--- src/flg_pkg.sv ---
`default_nettype none
package flg_pkg;

  // store, table and phase sizes
  localparam int DELAY_DEPTH  = 2048;
  localparam int SINE_ENTRIES = 1024;
  localparam int PHASE_BITS   = 24;

  localparam int DELAY_AW = $clog2(DELAY_DEPTH);
  localparam int SINE_AW  = $clog2(SINE_ENTRIES);
  localparam int RD_W     = DELAY_AW + 8;
  localparam int DLY_W    = (RD_W > 20) ? RD_W + 1 : 21;
  localparam logic [DLY_W-1:0] MAX_DELAY = DLY_W'(DELAY_DEPTH - 2) << 8;

  // shared multiplier
  localparam int MUL_W  = 20;
  localparam int PROD_W = 2 * MUL_W;

  // configuration register indexes
  typedef enum logic [2:0] {
    REG_PHASE_STEP    = 3'd0,
    REG_BASE_DELAY    = 3'd1,
    REG_DELAY_SWEEP   = 3'd2,
    REG_FEEDBACK_GAIN = 3'd3,
    REG_WET_MIX       = 3'd4
  } cfg_reg_t;

  // sequencer states
  typedef enum logic [3:0] {
    S_CLEAR, S_IDLE, S_SWEEP, S_DELAY, S_RD0, S_RD1,
    S_IMUL, S_INTERP, S_FBMUL, S_WRITE, S_MIX
  } state_t;

  // multiplier operand selection
  typedef enum logic [2:0] {
    MUL_NONE, MUL_SWEEP, MUL_INTERP, MUL_FEEDBACK, MUL_MIX
  } mul_sel_t;

  typedef struct packed {
    logic                in_rdy;
    mul_sel_t            mul_sel;
    logic                mem_re;
    logic                rd_next;
    logic                ld_rd;
    logic                ld_d0;
    logic                ld_dly;
    logic                mem_we;
    logic                clr;
    logic [DELAY_AW-1:0] clr_addr;
    logic                ld_out;
  } ctrl_t;

  // lfo table: (sin + 1) / 2 in q1.15
  typedef logic [15:0] lfo_tab_t [SINE_ENTRIES];

  localparam longint HALF_PI_Q30 = 64'd1686629713;
  localparam longint ONE_Q30     = 64'd1073741824;
  localparam longint TAYLOR_DIV [5] = '{6, 20, 42, 72, 110};

  function automatic lfo_tab_t build_lfo();
    lfo_tab_t t;
    longint unsigned th, th2, mag, r, u;
    longint sum, s;
    longint unsigned q;
    for (int k = 0; k < SINE_ENTRIES; k++) begin
      u = 64'(4 * k);
      q = u / SINE_ENTRIES;
      r = u % SINE_ENTRIES;
      if (q == 1 || q == 3) r = SINE_ENTRIES - r;
      th  = (HALF_PI_Q30 * r) / SINE_ENTRIES;
      th2 = (th * th) >> 30;
      mag = th;
      sum = longint'(th);
      for (int j = 0; j < 5; j++) begin
        mag = (mag * th2) >> 30;
        mag = mag / TAYLOR_DIV[j];
        if (j % 2 == 0) sum = sum - longint'(mag);
        else sum = sum + longint'(mag);
      end
      s = (q >= 2) ? -sum : sum;
      if (s > ONE_Q30) s = ONE_Q30;
      if (s < -ONE_Q30) s = -ONE_Q30;
      t[k] = 16'((s + ONE_Q30 + 32768) >>> 16);
    end
    return t;
  endfunction

  localparam lfo_tab_t LFO_TABLE = build_lfo();

endpackage
`default_nettype wire

--- src/flg_ctrl.sv ---
`default_nettype none
module flg_ctrl (
  input  wire            clk,
  input  wire            rst_n,
  input  wire            in_valid,
  input  wire            out_free,
  output flg_pkg::ctrl_t ctrl
);
  import flg_pkg::*;

  state_t state_r, state_nxt;
  logic [DELAY_AW-1:0] clr_cnt_r, clr_cnt_nxt;

  // next state
  always_comb begin
    state_nxt   = state_r;
    clr_cnt_nxt = clr_cnt_r;
    unique case (state_r)
      S_CLEAR: begin
        clr_cnt_nxt = clr_cnt_r + 1'b1;
        if (&clr_cnt_r) state_nxt = S_IDLE;
      end
      S_IDLE:   if (in_valid) state_nxt = S_SWEEP;
      S_SWEEP:  state_nxt = S_DELAY;
      S_DELAY:  state_nxt = S_RD0;
      S_RD0:    state_nxt = S_RD1;
      S_RD1:    state_nxt = S_IMUL;
      S_IMUL:   state_nxt = S_INTERP;
      S_INTERP: state_nxt = S_FBMUL;
      S_FBMUL:  state_nxt = S_WRITE;
      S_WRITE:  state_nxt = S_MIX;
      S_MIX:    if (out_free) state_nxt = S_IDLE;
      default:  state_nxt = S_CLEAR;
    endcase
  end

  // outputs
  always_comb begin
    ctrl          = '0;
    ctrl.mul_sel  = MUL_NONE;
    ctrl.clr_addr = clr_cnt_r;
    unique case (state_r)
      S_CLEAR: begin
        ctrl.mem_we = 1'b1;
        ctrl.clr    = 1'b1;
      end
      S_IDLE:   ctrl.in_rdy = 1'b1;
      S_SWEEP:  ctrl.mul_sel = MUL_SWEEP;
      S_DELAY:  ctrl.ld_rd = 1'b1;
      S_RD0:    ctrl.mem_re = 1'b1;
      S_RD1: begin
        ctrl.mem_re  = 1'b1;
        ctrl.rd_next = 1'b1;
        ctrl.ld_d0   = 1'b1;
      end
      S_IMUL:   ctrl.mul_sel = MUL_INTERP;
      S_INTERP: ctrl.ld_dly = 1'b1;
      S_FBMUL:  ctrl.mul_sel = MUL_FEEDBACK;
      S_WRITE: begin
        ctrl.mem_we  = 1'b1;
        ctrl.mul_sel = MUL_MIX;
      end
      // keep the mix product in place while the output register is busy
      S_MIX: begin
        ctrl.mul_sel = MUL_MIX;
        ctrl.ld_out  = out_free;
      end
      default:  ;
    endcase
  end

  always_ff @(posedge clk) begin
    if (!rst_n) begin
      state_r   <= S_CLEAR;
      clr_cnt_r <= '0;
    end else begin
      state_r   <= state_nxt;
      clr_cnt_r <= clr_cnt_nxt;
    end
  end

endmodule
`default_nettype wire

--- config.mk ---
export PLATFORM = sky130hd
export DESIGN_NAME = flg_ctrl
export DESIGN_NICKNAME = d
export VERILOG_FILES = /design/src/flg_pkg.sv /design/src/flg_ctrl.sv
export SDC_FILE = /design/constraint.sdc
export NUM_CORES = 1
export LEC_CHECK = 0
export BUFFER_PORTS_ARGS = -buffer_cell sky130_fd_sc_hd__buf_2
export CORE_MARGIN = 5
export CORE_UTILIZATION = 52
export DETAILED_ROUTE_END_ITERATION = 8
export PLACE_DENSITY_LB_ADDON = 0.3
export SETUP_SLACK_MARGIN = 0.02
export SYNTH_ARGS = -nofsm -noshare
export SYNTH_HDL_FRONTEND = slang
export SYNTH_SLANG_ARGS = --single-unit
--- constraint.sdc ---
create_clock -name clk -period 4 [get_ports clk]
set_clock_uncertainty 0.05 [all_clocks]
set_input_delay 0.8 -clock clk [delete_from_list [all_inputs] [get_ports clk]]
set_output_delay 0.8 -clock clk [all_outputs]
set_load 0.05 [all_outputs]
== Yosys cells after proc, flatten, opt, wreduce, memory -nomap -nowiden ==
Index checks and enable logic that the tools add are counted.

* Register bits after elaboration: 15
* Bits in latches: 0
* Memory bits (writable): 0
* Memory bits (read-only): 0
* Bits of input ports: 4
* Word-level logic and storage cells: 35
* Memories: 0

* Add/sub/neg operators: 1
* $mul: 0
* Div/mod/pow operators: 0
* $lt $le $gt $ge: 0
* Equal/unequal tests: 13
* Shifts and indexed selects: 0
* Multiplexer cells: 13
* Bitwise gates (word level): 0
* Reductions and logical operators: 6

{| class="wikitable"
|+ Operator list
! cell !! number
|-
| $pmux W4 S11 || 1
|-
| $eq A4 B3 Y1 const B || 4
|-
| $eq A4 B4 Y1 const B || 3
|-
| $mux W4 || 3
|-
| $pmux W3 S4 || 1
|-
| $add A11 B1 Y11 const B || 1
|-
| $reduce_and A11 Y1 || 1
|-
| $eq A4 B2 Y1 const B || 2
|-
| $mux W1 || 8
|-
| $ne A2 B2 Y1 const B || 3
|-
| $reduce_or A2 Y1 || 3
|-
| $eq A4 B1 Y1 const B || 1
|-
| $logic_not A4 Y1 || 1
|-
| $reduce_and A3 Y1 || 1
|}

== Depth between registers and ports, before layout ==
* Depth in word-level cells: 3
* Mapped depth: 6
* Mapped depth without buffers: 4

== Worst setup path after synthesis ==
No wires, ideal clock.

* Path type: register to output
* From: reg state_r[0]
* To: out ctrl[22] (netlist name)
* Arrival: 2.231 ns
* Data required time: 3.150 ns
* Path slack: 0.919 ns
* Stages on the path, launching flop included: 3
* Path buffers: 1
* Path through: dfxtp_1 -> clkbuf_1 -> nor4b_1

{| class="wikitable"
|+ RTL lines
! item !! RTL line !! text
|-
| start: declaration || flg_ctrl.sv:11 || <nowiki>state_t state_r, state_nxt;</nowiki>
|-
| start signal: assignment || flg_ctrl.sv:77 || <nowiki>state_r <= state_nxt;</nowiki>
|-
| end: declaration || flg_ctrl.sv:7 || <nowiki>output flg_pkg::ctrl_t ctrl</nowiki>
|}

==> qor.yml <==
critical_path:
  crit_type: "register to output pin"
  crit_slowest_cell: "or4_1"
  worst-path-max-fanout: 17
  regToRegSetupSlack_ps: 1920
  slowest_delay_ps: 760
  worstPathRequired_ps: 3150
  critical_path.cell_chain: "or4_1 -> inv_1 -> buf_2"
  path_buf_inv: 2
  arrival_ps: 2000
  crit_family: "simple AND/OR/NAND/NOR gates"
  cp-start-kind: "register"
  endpoint_kind: "output pin"
global_routing:
  first_global_vias: 751
  grt_max_degree: 18
  grt_usage_pct: 16.9
  grt_antenna_before_repair: 0
  overflow: 0
  grt_pass1_wl_um: 3420
yosys:
  avgSynthCellArea_sq_um: 7.89
  yosysWarnings: 0
  seq_area_frac_synth_pct: 35.2
  syn_area_sq_um: 852
  syn_inst: 108
  synth_nets: 113
  synth-seq-cells: 15
  synth.distinct_cells: 35
drt:
  drc: 0
  routed_wl_um: 1900
  wl_per_cell_um: 13.0
  ant_nets: 0
  top_layer_used: "met4"
  drtIter0Drc: 13
  wl_met2_um: 941
  num_vias: 849
  wl_met3_um: 135
  first_pass_iters: 4
  wl_met1_um: 801
  vias_per_cell: 5.82
clock_network:
  path_clk_slew_ps: 80
  cts_root_buf: "clkbuf_4"
  cts_tree: "yes"
  ctsHoldBuffers: 0
  cts.path.max_buffers: 2
  ctsResizeCount: 0
  cts_setup_buffers: 0
  cts_buffers: 3
  htree_levels: 1
  clk_latency_ps: 280
  cts.sinks: 15
sta:
  worstMarginPinSlew_ps: 451
  fmax_ghz: 0.350
  min_period_ps: 2850
  setup_viol: 0
  slew_violations: 0
  max-slew-margin-rel_pct: 69.9
  hold_viol: 0
  setup_tns_ps: 0
  holdWs_ps: 428
  rsz0062_at_grt: "no"
  fin_crit_sh_pct: 71.4
final_layout:
  final_cells: 146
  drive_gt1_share_pct: 22.3
  final_cell_area_sq_um: 986
  multi_input_area_sq_um: 494
  num-nets-final: 136
  area_delta_synth_final_pct: 15.7
  regArea_sq_um: 300
  insertedDiodeCount: 0
  fillCellCount: 149
  final_util_pct: 64.7
min_path:
  hold_class: "register to register"
placement:
  placed_cells: 142
  hpwl_um: 1390
  gp_congestion: 0.778
  portBuffers: 26
  placed_cell_area_sq_um: 960
power:
  p_leak_nw: 0.403
  vdd_drop_max_mv: 0.239
  power_density_nw_per_um2: 268
floorplanning:
  rows: 14
  core_sq_um: 1520
  dieArea_sq_um: 2550
  start_util_pct: 55.9
  die_h_um: 50.5
  die_x_um: 50.5
  ios: 27
run:
  maxCapViolations: 0
outcome:
  status: "finished, final reports clean"
## Yosys cell counts (all sizes together)
cell type	count	area, sq um
clkinv	1	3.75
nor2b	2	12.5
xor2	2	17.5
dfxtp	15	300
buf	5	31.3
a21oi	9	45.0
or3	3	18.8
nand2b	5	31.3
a211oi	1	7.51
and2	2	12.5
xnor2	2	17.5
nor4b	1	8.76
a21boi	1	7.51
clkbuf	3	11.3
nor3	5	25.0
o41ai	1	8.76
nor2	4	15.0
o21ai	4	20.0
ha	1	12.5
nand4	2	12.5
nand3	4	20.0
nor4	4	25.0
mux2i	3	30.0
nand2	12	45.0
and3	1	6.26
or4	4	30.0
o21a	1	7.51
inv	3	11.3
a2bb2oi	1	8.76
o2111a	1	11.3
nand3b	2	15.0
o31ai	3	22.5
## layout by cell type, fill, tap and decap left out, types with 4 or more instances in the layout
master / instances
buf_2: 26
dfxtp_1: 15
nand2_1: 12
a21oi_1: 9
nor3_1: 5
nand2b_1: 5
or4_1: 4
nor2_1: 4
nand3_1: 4
nor4_1: 4
o21ai_0: 4
## registers in the layout, indices dropped and copies added, names as in the netlist
register	flops
clr_cnt_r	11
state_r	4
## per-layer routing
layer,up-vias,global-route usage [%]
li1,437,-
met1,388,21.2
met2,22,25.8
met3,2,6.80
met4,0,6.38
met5,-,0
## power breakdown
part | switching (mW) | internal (mW) | leakage (nW)
Sequential | 0.00295 | 0.152 | 0.121
Clock | 0.0462 | 0.0387 | 0.0150
Combinational | 0.0178 | 0.00693 | 0.267
## cells by family after synthesis
group	synth area share [%]
AND/OR/NAND/NOR	32.6
XOR/XNOR	4.11
AO/OA/AOI/OAI	16.3
multiplexers	3.52
buffers and inverters	6.75
flip-flops	35.2
adder cells (fa/ha/maj)	1.47
## worst min-delay path, stage by stage, from the launching register on
cell	delay (ps)
dfxtp_1	330
nand2_1	60
mux2i_1	50
## cell type report
type	count	share of cell area, %
Inverter	4	1.52
Timing Repair Buffer	26	13.2
Sequential cell	15	30.5
Tap cell	16	2.03
Multi-Input combinational cell	81	50.1
Clock buffer	4	2.66
## metrics by stage
| step | power (mW) | setup slack (ps) |
|---|---|---|
| 6_report | 0.265 | 1150 |
| 5_1_grt | 0.279 | 992 |
| 4_1_cts | 0.268 | 1130 |
| 3_5_place_dp | 0.183 | 1440 |
| 3_3_place_gp | 0.183 | 1490 |
| 2_1_floorplan | 0.176 | 919 |
## final timing paths
kind	startpoint	to	depth (start not counted)
max	state_r[3]	ctrl[12]	3
min	clr_cnt_r[10]	clr_cnt_r[10]	2
max reg2reg	state_r[3]	clr_cnt_r[7]	3
min reg2reg	clr_cnt_r[10]	clr_cnt_r[10]	2
No activity file was read; power rests on OpenSTA's default activity.
