==> src/flg_pkg.sv <==
`default_nettype none
package flg_pkg;

  // store, table and phase sizes
  localparam int DELAY_DEPTH  = 2048;
  localparam int SINE_ENTRIES = 1024;
  localparam int PHASE_BITS   = 24;

  localparam int DELAY_AW = $clog2(DELAY_DEPTH);
  localparam int SINE_AW  = $clog2(SINE_ENTRIES);
  localparam int RD_W     = DELAY_AW + 8;
  localparam int DLY_W    = (RD_W > 20) ? RD_W + 1 : 21;
  localparam logic [DLY_W-1:0] MAX_DELAY = DLY_W'(DELAY_DEPTH - 2) << 8;

  // shared multiplier
  localparam int MUL_W  = 20;
  localparam int PROD_W = 2 * MUL_W;

  // configuration register indexes
  typedef enum logic [2:0] {
    REG_PHASE_STEP    = 3'd0,
    REG_BASE_DELAY    = 3'd1,
    REG_DELAY_SWEEP   = 3'd2,
    REG_FEEDBACK_GAIN = 3'd3,
    REG_WET_MIX       = 3'd4
  } cfg_reg_t;

  // sequencer states
  typedef enum logic [3:0] {
    S_CLEAR, S_IDLE, S_SWEEP, S_DELAY, S_RD0, S_RD1,
    S_IMUL, S_INTERP, S_FBMUL, S_WRITE, S_MIX
  } state_t;

  // multiplier operand selection
  typedef enum logic [2:0] {
    MUL_NONE, MUL_SWEEP, MUL_INTERP, MUL_FEEDBACK, MUL_MIX
  } mul_sel_t;

  typedef struct packed {
    logic                in_rdy;
    mul_sel_t            mul_sel;
    logic                mem_re;
    logic                rd_next;
    logic                ld_rd;
    logic                ld_d0;
    logic                ld_dly;
    logic                mem_we;
    logic                clr;
    logic [DELAY_AW-1:0] clr_addr;
    logic                ld_out;
  } ctrl_t;

  // lfo table: (sin + 1) / 2 in q1.15
  typedef logic [15:0] lfo_tab_t [SINE_ENTRIES];

  localparam longint HALF_PI_Q30 = 64'd1686629713;
  localparam longint ONE_Q30     = 64'd1073741824;
  localparam longint TAYLOR_DIV [5] = '{6, 20, 42, 72, 110};

  function automatic lfo_tab_t build_lfo();
    lfo_tab_t t;
    longint unsigned th, th2, mag, r, u;
    longint sum, s;
    longint unsigned q;
    for (int k = 0; k < SINE_ENTRIES; k++) begin
      u = 64'(4 * k);
      q = u / SINE_ENTRIES;
      r = u % SINE_ENTRIES;
      if (q == 1 || q == 3) r = SINE_ENTRIES - r;
      th  = (HALF_PI_Q30 * r) / SINE_ENTRIES;
      th2 = (th * th) >> 30;
      mag = th;
      sum = longint'(th);
      for (int j = 0; j < 5; j++) begin
        mag = (mag * th2) >> 30;
        mag = mag / TAYLOR_DIV[j];
        if (j % 2 == 0) sum = sum - longint'(mag);
        else sum = sum + longint'(mag);
      end
      s = (q >= 2) ? -sum : sum;
      if (s > ONE_Q30) s = ONE_Q30;
      if (s < -ONE_Q30) s = -ONE_Q30;
      t[k] = 16'((s + ONE_Q30 + 32768) >>> 16);
    end
    return t;
  endfunction

  localparam lfo_tab_t LFO_TABLE = build_lfo();

endpackage
`default_nettype wire

==> src/flg_mul.sv <==
`default_nettype none
module flg_mul (
  input  wire                              clk,
  input  wire logic signed [flg_pkg::MUL_W-1:0]  a,
  input  wire logic signed [flg_pkg::MUL_W-1:0]  b,
  output logic signed [flg_pkg::PROD_W-1:0]      prod_r
);
  import flg_pkg::*;

  // registered signed product
  always_ff @(posedge clk) begin
    prod_r <= a * b;
  end

endmodule
`default_nettype wire

==> config.mk <==
export PLATFORM = sky130hd
export DESIGN_NAME = flg_mul
export DESIGN_NICKNAME = d
export VERILOG_FILES = /design/src/flg_pkg.sv /design/src/flg_mul.sv
export SDC_FILE = /design/constraint.sdc
export NUM_CORES = 1
export LEC_CHECK = 0
export ABC_AREA = 1
export BUFFER_PORTS_ARGS = -buffer_cell sky130_fd_sc_hd__buf_2
export CELL_PAD_IN_SITES_DETAIL_PLACEMENT = 1
export CELL_PAD_IN_SITES_GLOBAL_PLACEMENT = 2
export CORE_MARGIN = 3
export CORE_UTILIZATION = 30
export CTS_CLUSTER_SIZE = 12
export DETAILED_ROUTE_END_ITERATION = 6
export PLACE_DENSITY_LB_ADDON = 0.1
export SYNTH_ARGS = -nofsm -noshare
export SYNTH_HDL_FRONTEND = slang
export SYNTH_SLANG_ARGS = --single-unit
export TNS_END_PERCENT = 5
==> constraint.sdc <==
create_clock -name clk -period 10.99 [get_ports clk]
set_input_delay 2.198 -clock clk [delete_from_list [all_inputs] [get_ports clk]]
set_output_delay 2.198 -clock clk [all_outputs]
set_load 0.01 [all_outputs]
## Word-level counts from Yosys, hierarchy flattened

Index checks and enable logic that the tools add are counted.

- Multiply operators: 1

Operators with widths:

| cell | number |
|---|---|
| 20-bit by 20-bit multiplier with 40-bit output | 1 |

- Bits in registers: 40
- Output and inout bits: 40

## Depth between registers and ports, before layout

Gate-level depths: netlist of the first run.

- Depth in word-level cells: 1
- Gate-level depth with buffers: 29

## Least setup slack after synthesis of the first run

No wires, ideal clock.

- Path type: input port to flip-flop
- Start point: input b[2] (netlist bit)
- End point: register prod_r[39] (netlist bit)
- Library setup time: 112 ps
- Data arrival time: 8,077 ps
- Slack: 2,801 ps
- Cell stages on the path: 26
- Path through: clkbuf_1 -> nand2_1 -> fa_1 -> inv_1 -> fa_1 -> inv_1 -> fa_1 -> inv_1 -> fa_1 -> inv_1 -> fa_1 -> inv_1 -> fa_1 -> inv_1 -> fa_1 -> inv_1 -> ha_1 -> nand2_1 -> nor2_1 -> nand3_1 -> nor2_1 -> nand3_1 -> inv_1 -> nor2_1 -> nand2_1 -> nand2_1

- Longest elaborated chain between the ends: 1

RTL lines:

| element | line | text |
|---|---|---|
| start: declaration | flg_mul.sv:5 | `input wire logic signed [flg_pkg::MUL_W-1:0] b,` |
| 20-bit by 20-bit multiplier with 40-bit output | flg_mul.sv:12 | `prod_r <= a * b;` |
| end signal: assignment | flg_mul.sv:12 |  |
| end: declaration | flg_mul.sv:6 | `output logic signed [flg_pkg::PROD_W-1:0] prod_r` |

No other way between the ends.

## Final worst setup path of the first run

Ends and elaborated chain as after synthesis.

==> flow_metrics.tcl, run 1 <==
set metrics [dict create \
    status "complete, no violations" \
    cp_slowest_stage_delay_ns 0.82 \
    clockBufferDepth 2 \
    fin_crit_sh 0.7843 \
    nNetsFinal 2813 \
    ctsHoldBuffers 0 \
    required_ns 11.19 \
    min_path_cells 3 \
    drc 0 \
    cts_tree "built" \
    critical_path.top_delay_family "adder cells" \
    worst_path_most_repeated_cell "inv_1" \
    core-area_sq_um 56710 \
    initial_core_util 0.3045 \
    post_drt_via_cell_ratio 4.355 \
    vias 13070 \
    hp-class "input port to flip-flop" \
    grt_pass1_vias 15740 \
    top_register "prod_r" \
    synth_cell_type_count 29 \
    critPathCaptureType "flip-flop" \
    finalMaxSlewViolations 0 \
    numCtsBuffers 5 \
    dieArea_sq_um 60470 \
    postRouteWirelength_um 51270 \
    finalHoldViolCount 0 \
    overflow 0 \
    placementRows 87 \
    worstMarginPinSlew_ns 0.9368 \
    grt_pass1_wl_um 85230 \
    diodes 0 \
    crit_cells 26 \
    synth-seq-cells 40 \
    relSlewSlack 0.3748 \
    drtIter0Drc 398 \
    cp_max_fo 20 \
    clock-root-buffer "clkbuf_16" \
    finalWeightedCongestion 0.7962 \
    antenna_left 0 \
    timing.final.crit_period_ns 8.619 \
    dp_hpwl_um 45270 \
    crit_arrival_ns 8.82 \
    layout-drive-gt1-share 0.05033 \
    syn_area_per_cell_sq_um 7.715 \
    hold_start "b[0]" \
    timing.fmax_mhz 116.0 \
    holdPathEnd "prod_r[0]$_DFF_P_" \
    tns_ns 0 \
    clk_pin_slew_ns 0.07 \
    largest_reg_flops 40 \
    io_buffers 80 \
    grt_usage 0.1813 \
    rsz0062_at_grt "no" \
    dr.pass1.iters 4 \
    clkSinkCount 40 \
    post_drt_wl_per_cell_um 17.08 \
    reg.largest.list "prod_r: 40 flops" \
    num_io_pins 81 \
    die_y_um 245.9 \
    setup_viol 0 \
    yosysWarnings 0 \
    path_buf_inv 9 \
    grt_max_degree 22 \
    postCtsSetupBuffers 0 \
    synthesis.area_sq_um 17270 \
    antenna_found_initial 0 \
    cts-htree-levels 2 \
    cp-start-kind "input port" \
    syn_nets 2806 \
    syn_inst 2238 \
    max_cap_viol_count 0 \
    slowest_stage "fa_1" \
    fillCellCount 6906 \
    worst-setup-path-type "input port to flip-flop" \
    ys_seq_area_frac 0.04638 \
    cts_resized 0 \
    areaGrowthSynthToFinish_pct 6.942 \
    die_w_um 245.9 \
]
==> through the flow <==
stage / hold WS [ns] / util / setup slack, ns / instance area, sq um / cells
after floorplan: 2.502 / - / 2.801 / 17270 / 2238
after global placement: 2.595 / 0.3229 / 2.151 / 18310 / 2994
after detailed placement: 2.592 / 0.3229 / 2.007 / 18310 / 2994
after CTS: 2.384 / 0.3256 / 2.276 / 18470 / 3001
after global routing: 2.413 / 0.3256 / 1.798 / 18470 / 3001
final: 2.375 / 0.3256 / 2.371 / 18470 / 3001
==> final cells by class <==
type	instances	area (sq um)	area share
clock buffers	7	152.6	0.008267
inverters	748	2808	0.1521
well taps	756	945.9	0.05123
multi-input cells	1370	13360	0.7234
repair buffers	80	400.4	0.02168
flip-flops and latches	40	800.8	0.04337
==> Yosys cell counts, drive strengths merged <==
| cell type | number | area (sq um) |
|---|---|---|
| a21boi | 1 | 7.510 |
| a21oi | 31 | 158.9 |
| and2 | 2 | 12.51 |
| and3 | 1 | 6.260 |
| clkbuf | 80 | 300.3 |
| dfxtp | 40 | 800.8 |
| fa | 420 | 8408 |
| ha | 107 | 1339 |
| inv | 748 | 2808 |
| nand2 | 605 | 2286 |
| nand3 | 46 | 250.2 |
| nand3b | 2 | 15.01 |
| nand4 | 8 | 50.05 |
| nor2 | 78 | 310.3 |
| nor3 | 8 | 55.05 |
| o21ai | 14 | 73.82 |
| o21bai | 9 | 67.56 |
| or2 | 6 | 37.54 |
| xnor2 | 10 | 87.58 |
| xor2 | 22 | 192.7 |
==> cell usage in the layout, fill, tap and decap left out <==
cell type,netlist,routed
o21ai_1,2,2
nor3_2,3,3
buf_2,0,80
nand3_2,4,4
and2_1,2,2
a21oi_1,30,30
nand2_2,6,6
nor2_2,1,1
o21bai_1,9,9
xor2_1,22,22
nand4_1,8,8
inv_1,746,746
nand2_1,599,599
o21ai_2,1,1
xnor2_1,10,10
nand3b_1,2,2
a21boi_0,1,1
ha_1,107,107
or2_2,6,6
nor2_4,2,2
nor2_1,75,75
clkbuf_8,0,2
fa_1,420,420
dfxtp_1,40,40
nor3_1,5,5
and3_1,1,1
o21ai_0,11,11
inv_2,2,2
clkbuf_16,0,5
a21oi_2,1,1
nand3_1,42,42
==> cells by family (layout without fill, tap and decap cells) <==
group	Yosys count	in the layout	synth area share
AO/OA/AOI/OAI	55	55	0.01783
adder cells (fa/ha/maj)	527	527	0.5645
flip-flops	40	40	0.04638
XOR/XNOR	32	32	0.01623
buffers and inverters	828	835	0.1800
AND/OR/NAND/NOR	756	756	0.1751
==> worst max-delay path by stage <==
stage	startpoint	end
2_1_floorplan	b[2]	prod_r[39]$_DFF_P_
3_3_place_gp	b[2]	prod_r[39]$_DFF_P_
3_5_place_dp	b[2]	prod_r[39]$_DFF_P_
4_1_cts	b[2]	prod_r[39]$_DFF_P_
5_1_grt	b[2]	prod_r[39]$_DFF_P_
6_report	b[2]	prod_r[39]$_DFF_P_
==> per-layer routing <==
metal	GRT usage	wire length, um	vias to the layer above	part of all wire
met1	0.2225	21720	6769	0.42
met5	0	0	-	0
met3	0.01134	901	33	0.018
met4	0.02327	677	0	0.013
li1	-	-	6149	-
met2	0.3543	27970	119	0.55
Power of run 1 is left out: the tool's default activity adds up to more than one toggle a clock period on the data nets, which glitch-free logic cannot reach.
==> inputs of run 2 (changes only) <==
- clock period: 10.99 -> 7.5 ns (I/O delays scaled with it)
==> run 2 against run 1 <==
Against the previous run:
- worst setup slack lost 2.1 ns
- non-clock buffer count is 187 higher
- flip-flop and latch count is the same
- via count grew 4.5%
- final area rose by 8.2%
- cell count increased by 6.3%
- highest routed layer unchanged
- global-route usage up 0.50 points
- worst hold slack worse by 0.61 ns
- critical endpoint is now prod_r[38]$_DFF_P_
- clock-buffer cell count down 1
- routed wire length rose by 3.9%
- sequential share of layout area is 0.33 points lower
==> flow_metrics.tcl, run 2 (synthesized netlist as in run 1, its figures left out) <==
set metrics [dict create \
    ctsHoldBuffers 0 \
    io_buffers 80 \
    finalWeightedCongestion 0.8056 \
    relSlewSlack 0.4643 \
    required_ns 7.69 \
    max_cap_viol_count 0 \
    drc 0 \
    wl_met1_um 23270 \
    postCtsSetupBuffers 0 \
    antenna_left 0 \
    critPathCaptureType "flip-flop" \
    reg.largest.list "prod_r: 40 flops" \
    grt_max_degree 19 \
    dp_hpwl_um 49590 \
    cts_resized 0 \
    top_layer "met4" \
    grt_usage 0.1863 \
    clkSinkCount 40 \
    clk_pin_slew_ns 0.07 \
    rsz0062_at_grt "no" \
    clock-root-buffer "clkbuf_16" \
    clockBufferDepth 2 \
    status "complete, no violations" \
    critPathCapture "prod_r[38]$_DFF_P_" \
    areaGrowthSynthToFinish_pct 15.72 \
    top_register "prod_r" \
    diodes 0 \
    met3_length_um 631 \
    nNetsFinal 3000 \
    cp_max_fo 7 \
    cp-start-kind "input port" \
    tns_ns 0 \
    setup_viol 0 \
    place_ws_ns -0.1758 \
    dr_wl_met2_um 28910 \
    mostFrequentLayoutCell "inv_1" \
    layout-drive-gt1-share 0.1274 \
    dieArea_sq_um 60470 \
    post-route-util 0.3523 \
    drtIter0Drc 420 \
    initial_core_util 0.3045 \
    worstMarginPinSlew_ns 0.8027 \
    final_cell_mix "inv_1, nand2_1, fa_1" \
    placementRows 87 \
    hp-class "input port to flip-flop" \
    holdWs_ns 1.768 \
    post_drt_via_cell_ratio 4.281 \
    setup_slack_ns 0.3151 \
    grt_pass1_wl_um 87670 \
    cts-htree-levels 2 \
    finalHoldViolCount 0 \
    die_y_um 245.9 \
    grt_pass1_vias 16150 \
    fillCellCount 6994 \
    core-area_sq_um 56710 \
    largest_reg_flops 40 \
    cp-startpoint "b[11]" \
    finalMaxSlewViolations 0 \
    worst-setup-path-type "input port to flip-flop" \
    numCtsBuffers 5 \
    antenna_found_initial 1 \
    postRouteWirelength_um 53250 \
    post_drt_wl_per_cell_um 16.70 \
    die_w_um 245.9 \
    min_path_cells 4 \
    timing.final.crit_period_ns 7.185 \
    timing.fmax_mhz 139.2 \
    crit_arrival_ns 7.38 \
    fin_crit_sh 0.9580 \
    dr.pass1.iters 4 \
    vias 13650 \
    num_io_pins 81 \
    overflow 0 \
    cts_tree "built" \
]
[run 2: changes by cell type in the layout (fill, tap and decap cells not counted), moves of 3 or more]
cell / previous run / this run
nor2_2: 1 / 4
buf_12: 0 / 5
nor2_1: 75 / 72
buf_4: 0 / 182
[run 2: through the flow]
stage                     instance area, sq um  std cells
after floorplan                          17270       2238
after global placement                   19780       3181
after detailed placement                 19780       3181
after CTS                                19940       3189
after global routing                     19980       3189
final                                    19980       3189
[run 2: area by class of cell]
cell class                      instances  area [sq um]  area share
Multi-Input combinational cell       1370         13390      0.6702
Inverter                              748          2808      0.1405
Timing Repair Buffer                  267          1872     0.09368
Tap cell                              756         945.9     0.04734
Sequential cell                        40         800.8     0.04008
Clock buffer                            6         128.9    0.006450
Clock inverter                          2         35.03    0.001753
[run 2: how the worst min path moves through the flow]
stage / from / slack [ns] / endpoint
detailed placement: prod_r[24]$_DFF_P_ / 1.90 / prod_r[24]
CTS: a[0] / 1.77 / prod_r[0]$_DFF_P_
global route: a[0] / 1.79 / prod_r[0]$_DFF_P_
floorplan: prod_r[0]$_DFF_P_ / 1.80 / prod_r[0]
finish: a[0] / 1.77 / prod_r[0]$_DFF_P_
global placement: prod_r[20]$_DFF_P_ / 1.90 / prod_r[20]
[run 2: routing by layer]
| layer | up-vias | track usage |
|---|---|---|
| met4 | 0 | 0.01824 |
| met3 | 27 | 0.008069 |
| met5 | - | 0 |
| met1 | 7000 | 0.2327 |
| li1 | 6536 | - |
| met2 | 90 | 0.3647 |
[run 2: critical path, stage by stage]
cell and delay (ns):
buf_2 0.20, buf_4 0.21, nand2_1 0.15, fa_1 0.66
inv_1 0.16, fa_1 0.49, fa_1 0.57, fa_1 0.43
fa_1 0.49, inv_1 0.04, fa_1 0.46, fa_1 0.51
inv_1 0.04, ha_1 0.36, a21oi_1 0.32, o21ai_0 0.22
nand2_1 0.10, nand2_1 0.06, a21oi_1 0.17, nand3_1 0.11
nand2_1 0.06, nand2_1 0.05
Power of run 2 is left out for the same reason.
